### config.mk
export PLATFORM = sky130hd
export DESIGN_NAME = roi_mean_fringe_counter_core
export DESIGN_NICKNAME = d
export VERILOG_FILES = /design/src/hw/rtl/rmfc_pkg.sv /design/src/hw/rtl/rmfc_div.sv /design/src/hw/rtl/rmfc_ctrl.sv /design/src/hw/rtl/rmfc_dp.sv /design/src/hw/rtl/roi_mean_fringe_counter_core.sv
export VERILOG_INCLUDE_DIRS = /design/src /design/src/hw/rtl
export SDC_FILE = /design/constraint.sdc
export NUM_CORES = 1
export LEC_CHECK = 0
export BUFFER_PORTS_ARGS = -buffer_cell sky130_fd_sc_hd__buf_4
export CAP_MARGIN = 15
export CORE_MARGIN = 2
export CORE_UTILIZATION = 45
export DETAILED_ROUTE_END_ITERATION = 12
export PLACE_DENSITY = 0.72
export SKIP_LAST_GASP = 1
export SLEW_MARGIN = 20
export SYNTH_ARGS = -nofsm -noshare
export SYNTH_HDL_FRONTEND = slang
export SYNTH_HIERARCHICAL = 1
export SYNTH_SLANG_ARGS = --single-unit
### constraint.sdc
create_clock -name i_clk -period 6.7 [get_ports i_clk]
set_clock_uncertainty 0.1 [all_clocks]
set_input_delay 1.34 -clock i_clk [delete_from_list [all_inputs] [get_ports i_clk]]
set_output_delay 1.34 -clock i_clk [all_outputs]
set_load 0.05 [all_outputs]
### src/hw/rtl/roi_mean_fringe_counter_core_macros.svh
// ----------------------------------------------------------------------------
// roi_mean_fringe_counter_core_macros - assertion macros
// Concurrent check wrappers clocked on i_clk, disabled while i_rst_n is low.
// Define NO_ASSERTIONS to compile them out.
// ----------------------------------------------------------------------------
`ifndef ROI_MEAN_FRINGE_COUNTER_CORE_MACROS_SVH
`define ROI_MEAN_FRINGE_COUNTER_CORE_MACROS_SVH

`ifndef NO_ASSERTIONS
// same-cycle implication
`define RMFC_ASSERT_IMPL(lbl, ante, cons, msg) \
    lbl: assert property (@(posedge i_clk) disable iff (!i_rst_n) (ante) |-> (cons)) \
        else $error(msg);
// next-cycle implication
`define RMFC_ASSERT_NEXT(lbl, ante, cons, msg) \
    lbl: assert property (@(posedge i_clk) disable iff (!i_rst_n) (ante) |=> (cons)) \
        else $error(msg);
`else
`define RMFC_ASSERT_IMPL(lbl, ante, cons, msg)
`define RMFC_ASSERT_NEXT(lbl, ante, cons, msg)
`endif

`endif

### src/hw/rtl/rmfc_pkg.sv
// ----------------------------------------------------------------------------
// rmfc_pkg - shared types and constants
// Register indexes, opcodes, controller states and command/status bundles.
// ----------------------------------------------------------------------------
package rmfc_pkg;

    localparam int SUM_W  = 20;             // region sum
    localparam int FRAC_W = 8;              // 8.8 mean
    localparam int DIVD_W = SUM_W + FRAC_W; // dividend
    localparam int SIZE_W = 7;              // roi side length
    localparam int DIVS_W = 2 * SIZE_W;     // side squared
    localparam int CNT_W  = 16;
    localparam int COORD_W = 12;

    localparam logic [SIZE_W-1:0] DEFAULT_ROI_SIZE = 7'd20;

    localparam logic OP_PIXEL = 1'b0;
    localparam logic OP_CLEAR = 1'b1;

    localparam logic [2:0] REG_ROI_CENTER_X   = 3'd0;
    localparam logic [2:0] REG_ROI_CENTER_Y   = 3'd1;
    localparam logic [2:0] REG_ROI_SIZE       = 3'd2;
    localparam logic [2:0] REG_THRESHOLD_LOW  = 3'd3;
    localparam logic [2:0] REG_THRESHOLD_HIGH = 3'd4;
    localparam logic [2:0] REG_FIRST_FRAME    = 3'd5;
    localparam logic [2:0] REG_STOP_FRAME     = 3'd6;

    typedef enum logic [1:0] {
        ST_IDLE,
        ST_START,
        ST_DIV,
        ST_EMIT
    } t_state;

    typedef struct packed {
        logic [COORD_W-1:0] roi_center_x;
        logic [COORD_W-1:0] roi_center_y;
        logic [SIZE_W-1:0]  roi_size;
        logic [15:0]        threshold_low;
        logic [15:0]        threshold_high;
        logic [15:0]        first_frame;
        logic [16:0]        stop_frame;     // two's complement
    } t_cfg;

    typedef struct packed {
        logic accum;      // pixel transfer, add if inside ROI
        logic clear;      // clear transfer
        logic start_div;  // launch mean division
        logic emit;       // load result register, update counters
    } t_cmd;

    typedef struct packed {
        logic div_done;
        logic out_free;
    } t_status;

endpackage

### src/hw/rtl/rmfc_div.sv
// ----------------------------------------------------------------------------
// rmfc_div - iterative unsigned divider
// Restoring division, one quotient bit per cycle.
// ----------------------------------------------------------------------------
module rmfc_div (
    input  logic                        i_clk,
    input  logic                        i_rst_n,
    input  logic                        i_start,
    input  logic [rmfc_pkg::DIVD_W-1:0] i_dividend,
    input  logic [rmfc_pkg::DIVS_W-1:0] i_divisor,
    output logic                        o_done,
    output logic [rmfc_pkg::DIVD_W-1:0] o_quot
);

    localparam int DW = rmfc_pkg::DIVD_W;
    localparam int SW = rmfc_pkg::DIVS_W;
    localparam int CW = $clog2(DW);
    localparam logic [CW-1:0] LastStep = CW'(DW - 1);

    logic          r_busy;
    logic          r_done;
    logic [CW-1:0] r_cnt;
    logic [DW-1:0] r_quot;   // dividend shifts out, quotient shifts in
    logic [SW-1:0] r_rem;
    logic [SW-1:0] r_divisor;

    logic [SW:0]   w_shift;
    logic [SW:0]   w_diff;
    logic          w_ge;

    always_comb begin
        w_shift = {r_rem, r_quot[DW-1]};
        w_diff  = w_shift - {1'b0, r_divisor};
        w_ge    = (w_shift >= {1'b0, r_divisor});
    end

    always_ff @(posedge i_clk) begin
        if (!i_rst_n) begin
            r_busy <= 1'b0;
            r_done <= 1'b0;
            r_cnt  <= '0;
        end else begin
            r_done <= 1'b0;
            if (i_start) begin
                r_busy <= 1'b1;
                r_cnt  <= '0;
            end else if (r_busy) begin
                r_cnt <= r_cnt + 1'b1;
                if (r_cnt == LastStep) begin
                    r_busy <= 1'b0;
                    r_done <= 1'b1;
                end
            end
        end
    end

    always_ff @(posedge i_clk) begin
        if (i_start) begin
            r_quot    <= i_dividend;
            r_rem     <= '0;
            r_divisor <= i_divisor;
        end else if (r_busy) begin
            // remainder stays below the divisor, so the low bits suffice
            r_rem  <= w_ge ? w_diff[SW-1:0] : w_shift[SW-1:0];
            r_quot <= {r_quot[DW-2:0], w_ge};
        end
    end

    assign o_done = r_done;
    assign o_quot = r_quot;

endmodule

### src/hw/rtl/rmfc_ctrl.sv
// ----------------------------------------------------------------------------
// rmfc_ctrl - frame controller
// Takes pixel and clear transfers while idle; on an end-of-frame pixel runs the divide and emits one result.
// ----------------------------------------------------------------------------
module rmfc_ctrl (
    input  logic              i_clk,
    input  logic              i_rst_n,
    input  logic              i_in_valid,
    input  logic              i_in_clear,
    input  logic              i_in_last,
    input  rmfc_pkg::t_status i_status,
    output logic              o_in_ready,
    output rmfc_pkg::t_cmd    o_cmd
);

    rmfc_pkg::t_state r_state;
    rmfc_pkg::t_state n_state;
    logic             w_accept;

    assign w_accept = i_in_valid && (r_state == rmfc_pkg::ST_IDLE);

    always_ff @(posedge i_clk) begin
        if (!i_rst_n) begin
            r_state <= rmfc_pkg::ST_IDLE;
        end else begin
            r_state <= n_state;
        end
    end

    always_comb begin
        n_state = r_state;
        case (r_state)
            rmfc_pkg::ST_IDLE: begin
                if (w_accept && (i_in_clear == rmfc_pkg::OP_PIXEL) && i_in_last) begin
                    n_state = rmfc_pkg::ST_START;
                end
            end
            rmfc_pkg::ST_START: begin
                n_state = rmfc_pkg::ST_DIV;
            end
            rmfc_pkg::ST_DIV: begin
                if (i_status.div_done) begin
                    n_state = rmfc_pkg::ST_EMIT;
                end
            end
            rmfc_pkg::ST_EMIT: begin
                if (i_status.out_free) begin
                    n_state = rmfc_pkg::ST_IDLE;
                end
            end
            default: n_state = rmfc_pkg::ST_IDLE;
        endcase
    end

    always_comb begin
        o_in_ready      = (r_state == rmfc_pkg::ST_IDLE);
        o_cmd.clear     = w_accept && (i_in_clear == rmfc_pkg::OP_CLEAR);
        o_cmd.accum     = w_accept && (i_in_clear == rmfc_pkg::OP_PIXEL);
        o_cmd.start_div = (r_state == rmfc_pkg::ST_START);
        o_cmd.emit      = (r_state == rmfc_pkg::ST_EMIT) && i_status.out_free;
    end

endmodule

### src/hw/rtl/rmfc_dp.sv
// ----------------------------------------------------------------------------
// rmfc_dp - ROI accumulator, mean divider and hysteresis counter
// Holds the region sum, frame and crossing counters and the result register.
// ----------------------------------------------------------------------------
module rmfc_dp #(
    parameter int MAX_ROI_SIZE = 64,
    parameter int FRAME_DIM    = 4096
) (
    input  logic                         i_clk,
    input  logic                         i_rst_n,
    input  rmfc_pkg::t_cfg               i_cfg,
    input  rmfc_pkg::t_cmd               i_cmd,
    input  logic [7:0]                   i_pix_value,
    input  logic [rmfc_pkg::COORD_W-1:0] i_pix_x,
    input  logic [rmfc_pkg::COORD_W-1:0] i_pix_y,
    input  logic                         i_out_ready,
    output rmfc_pkg::t_status            o_status,
    output logic                         o_out_valid,
    output logic [15:0]                  o_frame_index,
    output logic [15:0]                  o_frame_mean,
    output logic [15:0]                  o_fringe_count,
    output logic                         o_in_window
);

    localparam int SZW = rmfc_pkg::SIZE_W;
    localparam int SMW = rmfc_pkg::SUM_W;
    localparam int CW  = rmfc_pkg::CNT_W;
    localparam logic [8:0]  MaxSize  = 9'(MAX_ROI_SIZE);
    localparam logic [14:0] FrameDim = 15'(FRAME_DIM);

    logic [SMW-1:0] r_sum;
    logic [CW-1:0]  r_frame_cnt;
    logic [CW-1:0]  r_cross;
    logic           r_armed;
    logic           r_below;
    logic           r_out_valid;
    logic [15:0]    r_out_index;
    logic [15:0]    r_out_mean;
    logic [15:0]    r_out_count;
    logic           r_out_win;

    logic [CW-1:0]  n_cross;
    logic           n_armed;
    logic           n_below;

    logic [SZW-1:0]             w_size_raw;
    logic [SZW-1:0]             w_size;
    logic signed [13:0]         w_left;
    logic signed [13:0]         w_top;
    logic signed [13:0]         w_px;
    logic signed [13:0]         w_py;
    logic                       w_inside;
    logic [SMW:0]               w_sum_add;
    logic [rmfc_pkg::DIVS_W-1:0] w_sq;
    logic                       w_div_done;
    logic [rmfc_pkg::DIVD_W-1:0] w_quot;
    logic [15:0]                w_mean;
    logic signed [16:0]         w_first_s;
    logic signed [16:0]         w_idx_s;
    logic signed [16:0]         w_stop;
    logic                       w_win;

    // effective side length: zero means default, then clamp
    always_comb begin
        w_size_raw = (i_cfg.roi_size == '0) ? rmfc_pkg::DEFAULT_ROI_SIZE : i_cfg.roi_size;
        w_size     = ({2'b00, w_size_raw} > MaxSize) ? MaxSize[SZW-1:0] : w_size_raw;
        w_sq       = {7'b0, w_size} * {7'b0, w_size};
    end

    always_comb begin
        w_left = $signed({2'b00, i_cfg.roi_center_x}) - $signed({8'b0, w_size[SZW-1:1]});
        w_top  = $signed({2'b00, i_cfg.roi_center_y}) - $signed({8'b0, w_size[SZW-1:1]});
        w_px   = $signed({2'b00, i_pix_x});
        w_py   = $signed({2'b00, i_pix_y});
        w_inside = ({3'b000, i_pix_x} < FrameDim) && ({3'b000, i_pix_y} < FrameDim) &&
                   (w_px >= w_left) && (w_px < w_left + $signed({7'b0, w_size})) &&
                   (w_py >= w_top)  && (w_py < w_top  + $signed({7'b0, w_size}));
        w_sum_add = {1'b0, r_sum} + {13'b0, i_pix_value};
    end

    always_ff @(posedge i_clk) begin
        if (!i_rst_n) begin
            r_sum <= '0;
        end else if (i_cmd.start_div) begin
            r_sum <= '0;
        end else if (i_cmd.accum && w_inside) begin
            r_sum <= w_sum_add[SMW] ? '1 : w_sum_add[SMW-1:0];
        end
    end

    rmfc_div u_div (
        .i_clk      (i_clk),
        .i_rst_n    (i_rst_n),
        .i_start    (i_cmd.start_div),
        .i_dividend ({r_sum, {rmfc_pkg::FRAC_W{1'b0}}}),
        .i_divisor  (w_sq),
        .o_done     (w_div_done),
        .o_quot     (w_quot)
    );

    // counting window and hysteresis for the finished frame
    always_comb begin
        w_mean    = (|w_quot[rmfc_pkg::DIVD_W-1:16]) ? 16'hFFFF : w_quot[15:0];
        w_first_s = $signed({1'b0, i_cfg.first_frame});
        w_idx_s   = $signed({1'b0, r_frame_cnt});
        w_stop    = $signed(i_cfg.stop_frame);
        w_win     = (r_frame_cnt >= i_cfg.first_frame) &&
                    ((w_stop < w_first_s) || (w_idx_s < w_stop));
        n_cross = r_cross;
        n_armed = r_armed;
        n_below = r_below;
        if (w_win) begin
            if (w_mean < i_cfg.threshold_low) begin
                n_armed = 1'b1;
                n_below = 1'b1;
            end else if (w_mean > i_cfg.threshold_high) begin
                if (r_armed && r_below && (r_cross != '1)) begin
                    n_cross = r_cross + 1'b1;
                end
                n_armed = 1'b1;
                n_below = 1'b0;
            end
        end
    end

    always_ff @(posedge i_clk) begin
        if (!i_rst_n) begin
            r_frame_cnt <= '0;
            r_cross     <= '0;
            r_armed     <= 1'b0;
            r_below     <= 1'b0;
        end else if (i_cmd.clear) begin
            r_frame_cnt <= '0;
            r_cross     <= '0;
            r_armed     <= 1'b0;
            r_below     <= 1'b0;
        end else if (i_cmd.emit) begin
            if (r_frame_cnt != '1) begin
                r_frame_cnt <= r_frame_cnt + 1'b1;
            end
            r_cross <= n_cross;
            r_armed <= n_armed;
            r_below <= n_below;
        end
    end

    always_ff @(posedge i_clk) begin
        if (!i_rst_n) begin
            r_out_valid <= 1'b0;
        end else if (i_cmd.emit) begin
            r_out_valid <= 1'b1;
        end else if (i_out_ready) begin
            r_out_valid <= 1'b0;
        end
    end

    always_ff @(posedge i_clk) begin
        if (i_cmd.emit) begin
            r_out_index <= r_frame_cnt;
            r_out_mean  <= w_mean;
            r_out_count <= n_cross;
            r_out_win   <= w_win;
        end
    end

    always_comb begin
        o_status.div_done = w_div_done;
        o_status.out_free = !r_out_valid || i_out_ready;
    end

    assign o_out_valid    = r_out_valid;
    assign o_frame_index  = r_out_index;
    assign o_frame_mean   = r_out_mean;
    assign o_fringe_count = r_out_count;
    assign o_in_window    = r_out_win;

endmodule

### src/hw/rtl/roi_mean_fringe_counter_core.sv
// ----------------------------------------------------------------------------
// roi_mean_fringe_counter_core - ROI frame mean with hysteresis fringe counter
// Pixel and clear transfers: one per cycle while idle; in-ROI pixels summed the cycle they land.
// End of frame: the input stalls through START, the 28-step restoring divide (DIV) and EMIT,
// which loads the result once the output register is free. Reset: sync active-low.
// ----------------------------------------------------------------------------
`include "roi_mean_fringe_counter_core_macros.svh"

module roi_mean_fringe_counter_core #(
    parameter int MAX_ROI_SIZE = 64,
    parameter int FRAME_DIM    = 4096
) (
    input  logic        i_clk,
    input  logic        i_rst_n,
    input  logic        s_axis_tvalid,
    output logic        s_axis_tready,
    input  logic [31:0] s_axis_tdata,   // pixel_value[7:0], pixel_x[19:8], pixel_y[31:20]
    input  logic [0:0]  s_axis_tuser,   // opcode[0]
    input  logic        s_axis_tlast,   // end_of_frame
    output logic        m_axis_tvalid,
    input  logic        m_axis_tready,
    output logic [55:0] m_axis_tdata,   // frame_index[15:0], frame_mean[31:16],
                                        // fringe_count[47:32], in_window[48], zero pad
    input  logic        i_cfg_we,
    input  logic [2:0]  i_cfg_index,
    input  logic [16:0] i_cfg_data
);

    rmfc_pkg::t_cfg    r_cfg;
    rmfc_pkg::t_cmd    w_cmd;
    rmfc_pkg::t_status w_status;
    logic [15:0]       w_frame_index;
    logic [15:0]       w_frame_mean;
    logic [15:0]       w_fringe_count;
    logic              w_in_window;

    always_ff @(posedge i_clk) begin
        if (!i_rst_n) begin
            r_cfg.roi_center_x   <= '0;
            r_cfg.roi_center_y   <= '0;
            r_cfg.roi_size       <= rmfc_pkg::DEFAULT_ROI_SIZE;
            r_cfg.threshold_low  <= '0;
            r_cfg.threshold_high <= '1;
            r_cfg.first_frame    <= '0;
            r_cfg.stop_frame     <= '1;   // -1
        end else if (i_cfg_we) begin
            case (i_cfg_index)
                rmfc_pkg::REG_ROI_CENTER_X:   r_cfg.roi_center_x   <= i_cfg_data[11:0];
                rmfc_pkg::REG_ROI_CENTER_Y:   r_cfg.roi_center_y   <= i_cfg_data[11:0];
                rmfc_pkg::REG_ROI_SIZE:       r_cfg.roi_size       <= i_cfg_data[6:0];
                rmfc_pkg::REG_THRESHOLD_LOW:  r_cfg.threshold_low  <= i_cfg_data[15:0];
                rmfc_pkg::REG_THRESHOLD_HIGH: r_cfg.threshold_high <= i_cfg_data[15:0];
                rmfc_pkg::REG_FIRST_FRAME:    r_cfg.first_frame    <= i_cfg_data[15:0];
                rmfc_pkg::REG_STOP_FRAME:     r_cfg.stop_frame     <= i_cfg_data;
                default: ;
            endcase
        end
    end

    rmfc_ctrl u_ctrl (
        .i_clk      (i_clk),
        .i_rst_n    (i_rst_n),
        .i_in_valid (s_axis_tvalid),
        .i_in_clear (s_axis_tuser[0]),
        .i_in_last  (s_axis_tlast),
        .i_status   (w_status),
        .o_in_ready (s_axis_tready),
        .o_cmd      (w_cmd)
    );

    rmfc_dp #(
        .MAX_ROI_SIZE (MAX_ROI_SIZE),
        .FRAME_DIM    (FRAME_DIM)
    ) u_dp (
        .i_clk          (i_clk),
        .i_rst_n        (i_rst_n),
        .i_cfg          (r_cfg),
        .i_cmd          (w_cmd),
        .i_pix_value    (s_axis_tdata[7:0]),
        .i_pix_x        (s_axis_tdata[19:8]),
        .i_pix_y        (s_axis_tdata[31:20]),
        .i_out_ready    (m_axis_tready),
        .o_status       (w_status),
        .o_out_valid    (m_axis_tvalid),
        .o_frame_index  (w_frame_index),
        .o_frame_mean   (w_frame_mean),
        .o_fringe_count (w_fringe_count),
        .o_in_window    (w_in_window)
    );

    assign m_axis_tdata = {7'b0, w_in_window, w_fringe_count, w_frame_mean, w_frame_index};

    // result register must be free whenever a result is loaded
    `RMFC_ASSERT_IMPL(a_emit_needs_room, w_cmd.emit, w_status.out_free, "emit into full output")
    // a loaded result is presented on the next cycle
    `RMFC_ASSERT_NEXT(a_emit_shows, w_cmd.emit, m_axis_tvalid, "emitted result not valid")
    // the end-of-frame pixel parks the input while the mean is computed
    `RMFC_ASSERT_NEXT(a_eof_stalls,
        s_axis_tvalid && s_axis_tready && s_axis_tlast && !s_axis_tuser[0],
        !s_axis_tready, "input not stalled after end of frame")
    // division start and result load never coincide with an input transfer
    `RMFC_ASSERT_IMPL(a_busy_no_accept, w_cmd.start_div || w_cmd.emit,
        !s_axis_tready, "input ready while frame result pending")

endmodule
==> metrics.csv <==
metric,value,unit
clk slew on worst S/H paths,60,ps
placer congestion estimate,0.8904,
"Distinct cells, synth",86,
first-pass GRT wire length,67.76,mm
complex-gate fraction of the synthesized area,11.77,%
most frequent cells in the layout,"200 x ha_1, 174 x dfxtp_1, 160 x nand2_1",
mux contribution to synthesized area,7.697,%
H-tree depth,1,
initial core utilization,45.45,%
Final Setup Violations,0,
YS warnings,6,
Setup WS post-layout,505.6,ps
number of global-route vias before repair,13620,
XOR/XNOR Fraction of Synth Area,4.948,%
post-synthesis sequential area ratio,35.47,%
startpoint type of the worst setup path,register,
RSZ-0062 raised after global routing,false,
Worst VDD drop,179.4,uV
average size of a mapped cell,9.406,um^2
Detailed Route WL,41.00,mm
ys async rst share,0,%
largest family of logic cells by synthesized area,simple AND/OR/NAND/NOR gates,
dpl ws,531.1,ps
pwr dens,264.1,nW/um^2
area delta synth->final,12.25,%
worst skew pair latency,530,ps
Post-Syn Instances,1863,
simple-gate share of the synthesized area,17.99,%
final slew viol count,0,
nets@finish,2239,
IO buf count,109,
status,finished clean,
Clock Sinks,265,
Static Leak,8.770,nW
CTS tree,yes,
post-synthesis adder-cell area fraction,16.64,%
total power,5.196,mW
wire per inst,16.41,um
Die Wd,201.3,um
WS Path Type,reg -> reg,
Post-route DRC,0,
filler cell count in the final layout,3566,
largest net degree at the start of global routing,92,
Via density,5.450,
Clock Tree Buf Depth,3,
fin crit period,6194,ps
Core Region,38560,um^2
Reg2Reg Setup Slack,510,ps
Max Fclk,161.4,MHz
CP Max Fanout,39,
post-synthesis register bit count,265,
# rows,72,
Tcrit/Tclk final,92.45,%
HP Class,reg -> reg,
"EDFF count, synth",91,
top_reg_cell synth,dfxtp_1,
All-Layer GR Usage,20.06,%
"most common cell after layout, fill and taps aside",ha_1,
crit path DAT,6530,ps
Final ANT Viol Nets,0,
drt first pass iters,5,
CP Capture Type,register,
total grt overflow,0,
share of post-route cells with drive strength above 1,11.93,%
Slew HR,26.26,%
dpl hpwl,31.35,mm
Via Count,13610,
Tightest Pin Transition,1104,ps
drt first-iter violations,822,
Final Hold Viols,0,
die height,201.3,um
CTS buffer count,26,
# IOs,117,
Syn Std Cell Area,17520,um^2
setup TNS,0,ps
clock root buffer,clkbuf_16,
Worst Path Required,7040,ps
Max-Cap Viols,0,
initial antenna violation count,3,
DIE AREA,40530,um^2
## layer usage
metal / vias up / share of wire (%) / global-route usage [%] / wire length (um)
met3: 61 / 5.2 / 2.818 / 2129
met1: 6455 / 45 / 26.23 / 18440
met5: - / 0.056 / 0 / 23
met4: 4 / 1.9 / 5.095 / 760
li1: 6786 / - / - / -
met2: 308 / 48 / 34.82 / 19650
## power by group
| part | total (mW) | internal, mW | switching, mW |
|---|---|---|---|
| Sequential | 2.06 | 1.94 | 0.116 |
| Clock | 1.40 | 0.780 | 0.623 |
| Combinational | 1.74 | 0.714 | 1.02 |
| Total | 5.20 | 3.43 | 1.76 |
## stage by stage
step	instances	util (%)	area (um^2)	hold WS (ps)
floorplan	1883	-	17600	334.7
global placement	2448	48.85	18840	345.9
detailed placement	2448	48.85	18840	352.1
CTS	2496	50.96	19650	360.7
global route	2498	51.02	19670	378.8
finish	2498	51.02	19670	358.1
## what timing repair did
action                                  4_1_cts  5_1_grt
hold buffers                                  0        0
endpoints found under the setup margin        0        4
gates resized for setup                       0        1
buffers inserted                              0        0
## cell type report
| type | count | area, um^2 | area share, % |
|---|---|---|---|
| tap | 518 | 648.1 | 3.295 |
| timing repair buffer | 127 | 957.2 | 4.866 |
| multi-input combinational | 1389 | 10470 | 53.23 |
| sequential | 265 | 6216 | 31.60 |
| antenna | 1 | 2.502 | 0.01272 |
| inverter | 150 | 563.0 | 2.862 |
| clock inverter | 16 | 117.6 | 0.5979 |
| clock buffer | 32 | 694.4 | 3.530 |
## worst max-delay path: stages, from the launching register on
cell	delay, ps
dfxtp_1	380
or4_1	560
nor3_1	270
nor2_1	70
nor2_1	90
buf_4	200
inv_1	80
ha_1	300
nand2b_1	110
nand2b_1	60
a21o_1	190
xor2_1	290
ha_1	350
nand3_1	110
o211ai_1	130
o41ai_1	280
buf_4	200
xnor2_1	120
ha_1	270
a21o_1	180
a21oi_1	140
o21ai_0	120
a221oi_1	370
a311oi_1	140
nor3_4	190
buf_4	380
a41oi_1	170
a211oi_1	230
## registers in the layout, indices dropped and copies added, names as in the netlist, 2 cells and up
name and cells:
u_ctrl/r_state 2, r_cfg 96, u_dp/o_frame_mean 16, u_dp/r_sum 20, u_dp/u_div/r_cnt 5, u_dp/u_div/r_rem 14
u_dp/o_fringe_count 16, u_dp/r_frame_cnt 16, u_dp/r_cross 16, u_dp/u_div/r_divisor 14, u_dp/u_div/o_quot 28, u_dp/o_frame_index 16
## worst paths after layout
path,startpoint,end,cells past startpoint
min reg2reg,r_cfg[60],r_cfg[60],2
min,r_cfg[60],r_cfg[60],2
max reg2reg,r_cfg[67],u_dp/r_sum[19],27
max,r_cfg[67],u_dp/r_sum[19],27
## cell families (layout without fill, tap and decap cells)
| family | after synthesis | in the layout |
|---|---|---|
| simple gates | 615 | 615 |
| compound gates | 300 | 300 |
| flops | 265 | 265 |
| buf+inv | 229 | 325 |
| fa+ha+maj | 221 | 221 |
| mux | 131 | 131 |
| xor+xnor | 99 | 99 |
| other cells | 3 | 24 |
## cell usage after synthesis (all sizes together) (7+ instances only)
cell type | number | area [um^2]
nand2b | 26 | 162.7
mux2i | 101 | 1011
ha | 201 | 2515
o211ai | 14 | 105.1
nor2 | 119 | 446.7
a41o | 8 | 80.08
a31oi | 17 | 106.4
buf | 33 | 212.7
nor3 | 40 | 205.2
or4 | 7 | 56.30
xor2 | 41 | 359.1
edfxtp | 91 | 2733
dfxtp | 174 | 3483
xnor2 | 58 | 508.0
nand3 | 46 | 230.2
o21ai | 52 | 260.3
or2 | 21 | 131.4
o31ai | 7 | 66.31
nor2b | 74 | 462.9
a211oi | 12 | 90.09
or3 | 11 | 73.82
fa | 20 | 400.4
a311oi | 16 | 146.4
nand2 | 161 | 604.3
o21a | 9 | 67.56
clkbuf | 46 | 173.9
inv | 150 | 563.0
nor4 | 13 | 87.58
and3 | 33 | 207.7
and2 | 17 | 108.9
nand4 | 22 | 137.6
mux2 | 30 | 337.8
a21oi | 72 | 371.6
and4 | 8 | 70.07
a21o | 36 | 270.3
(Power assumes the default switching activity.)
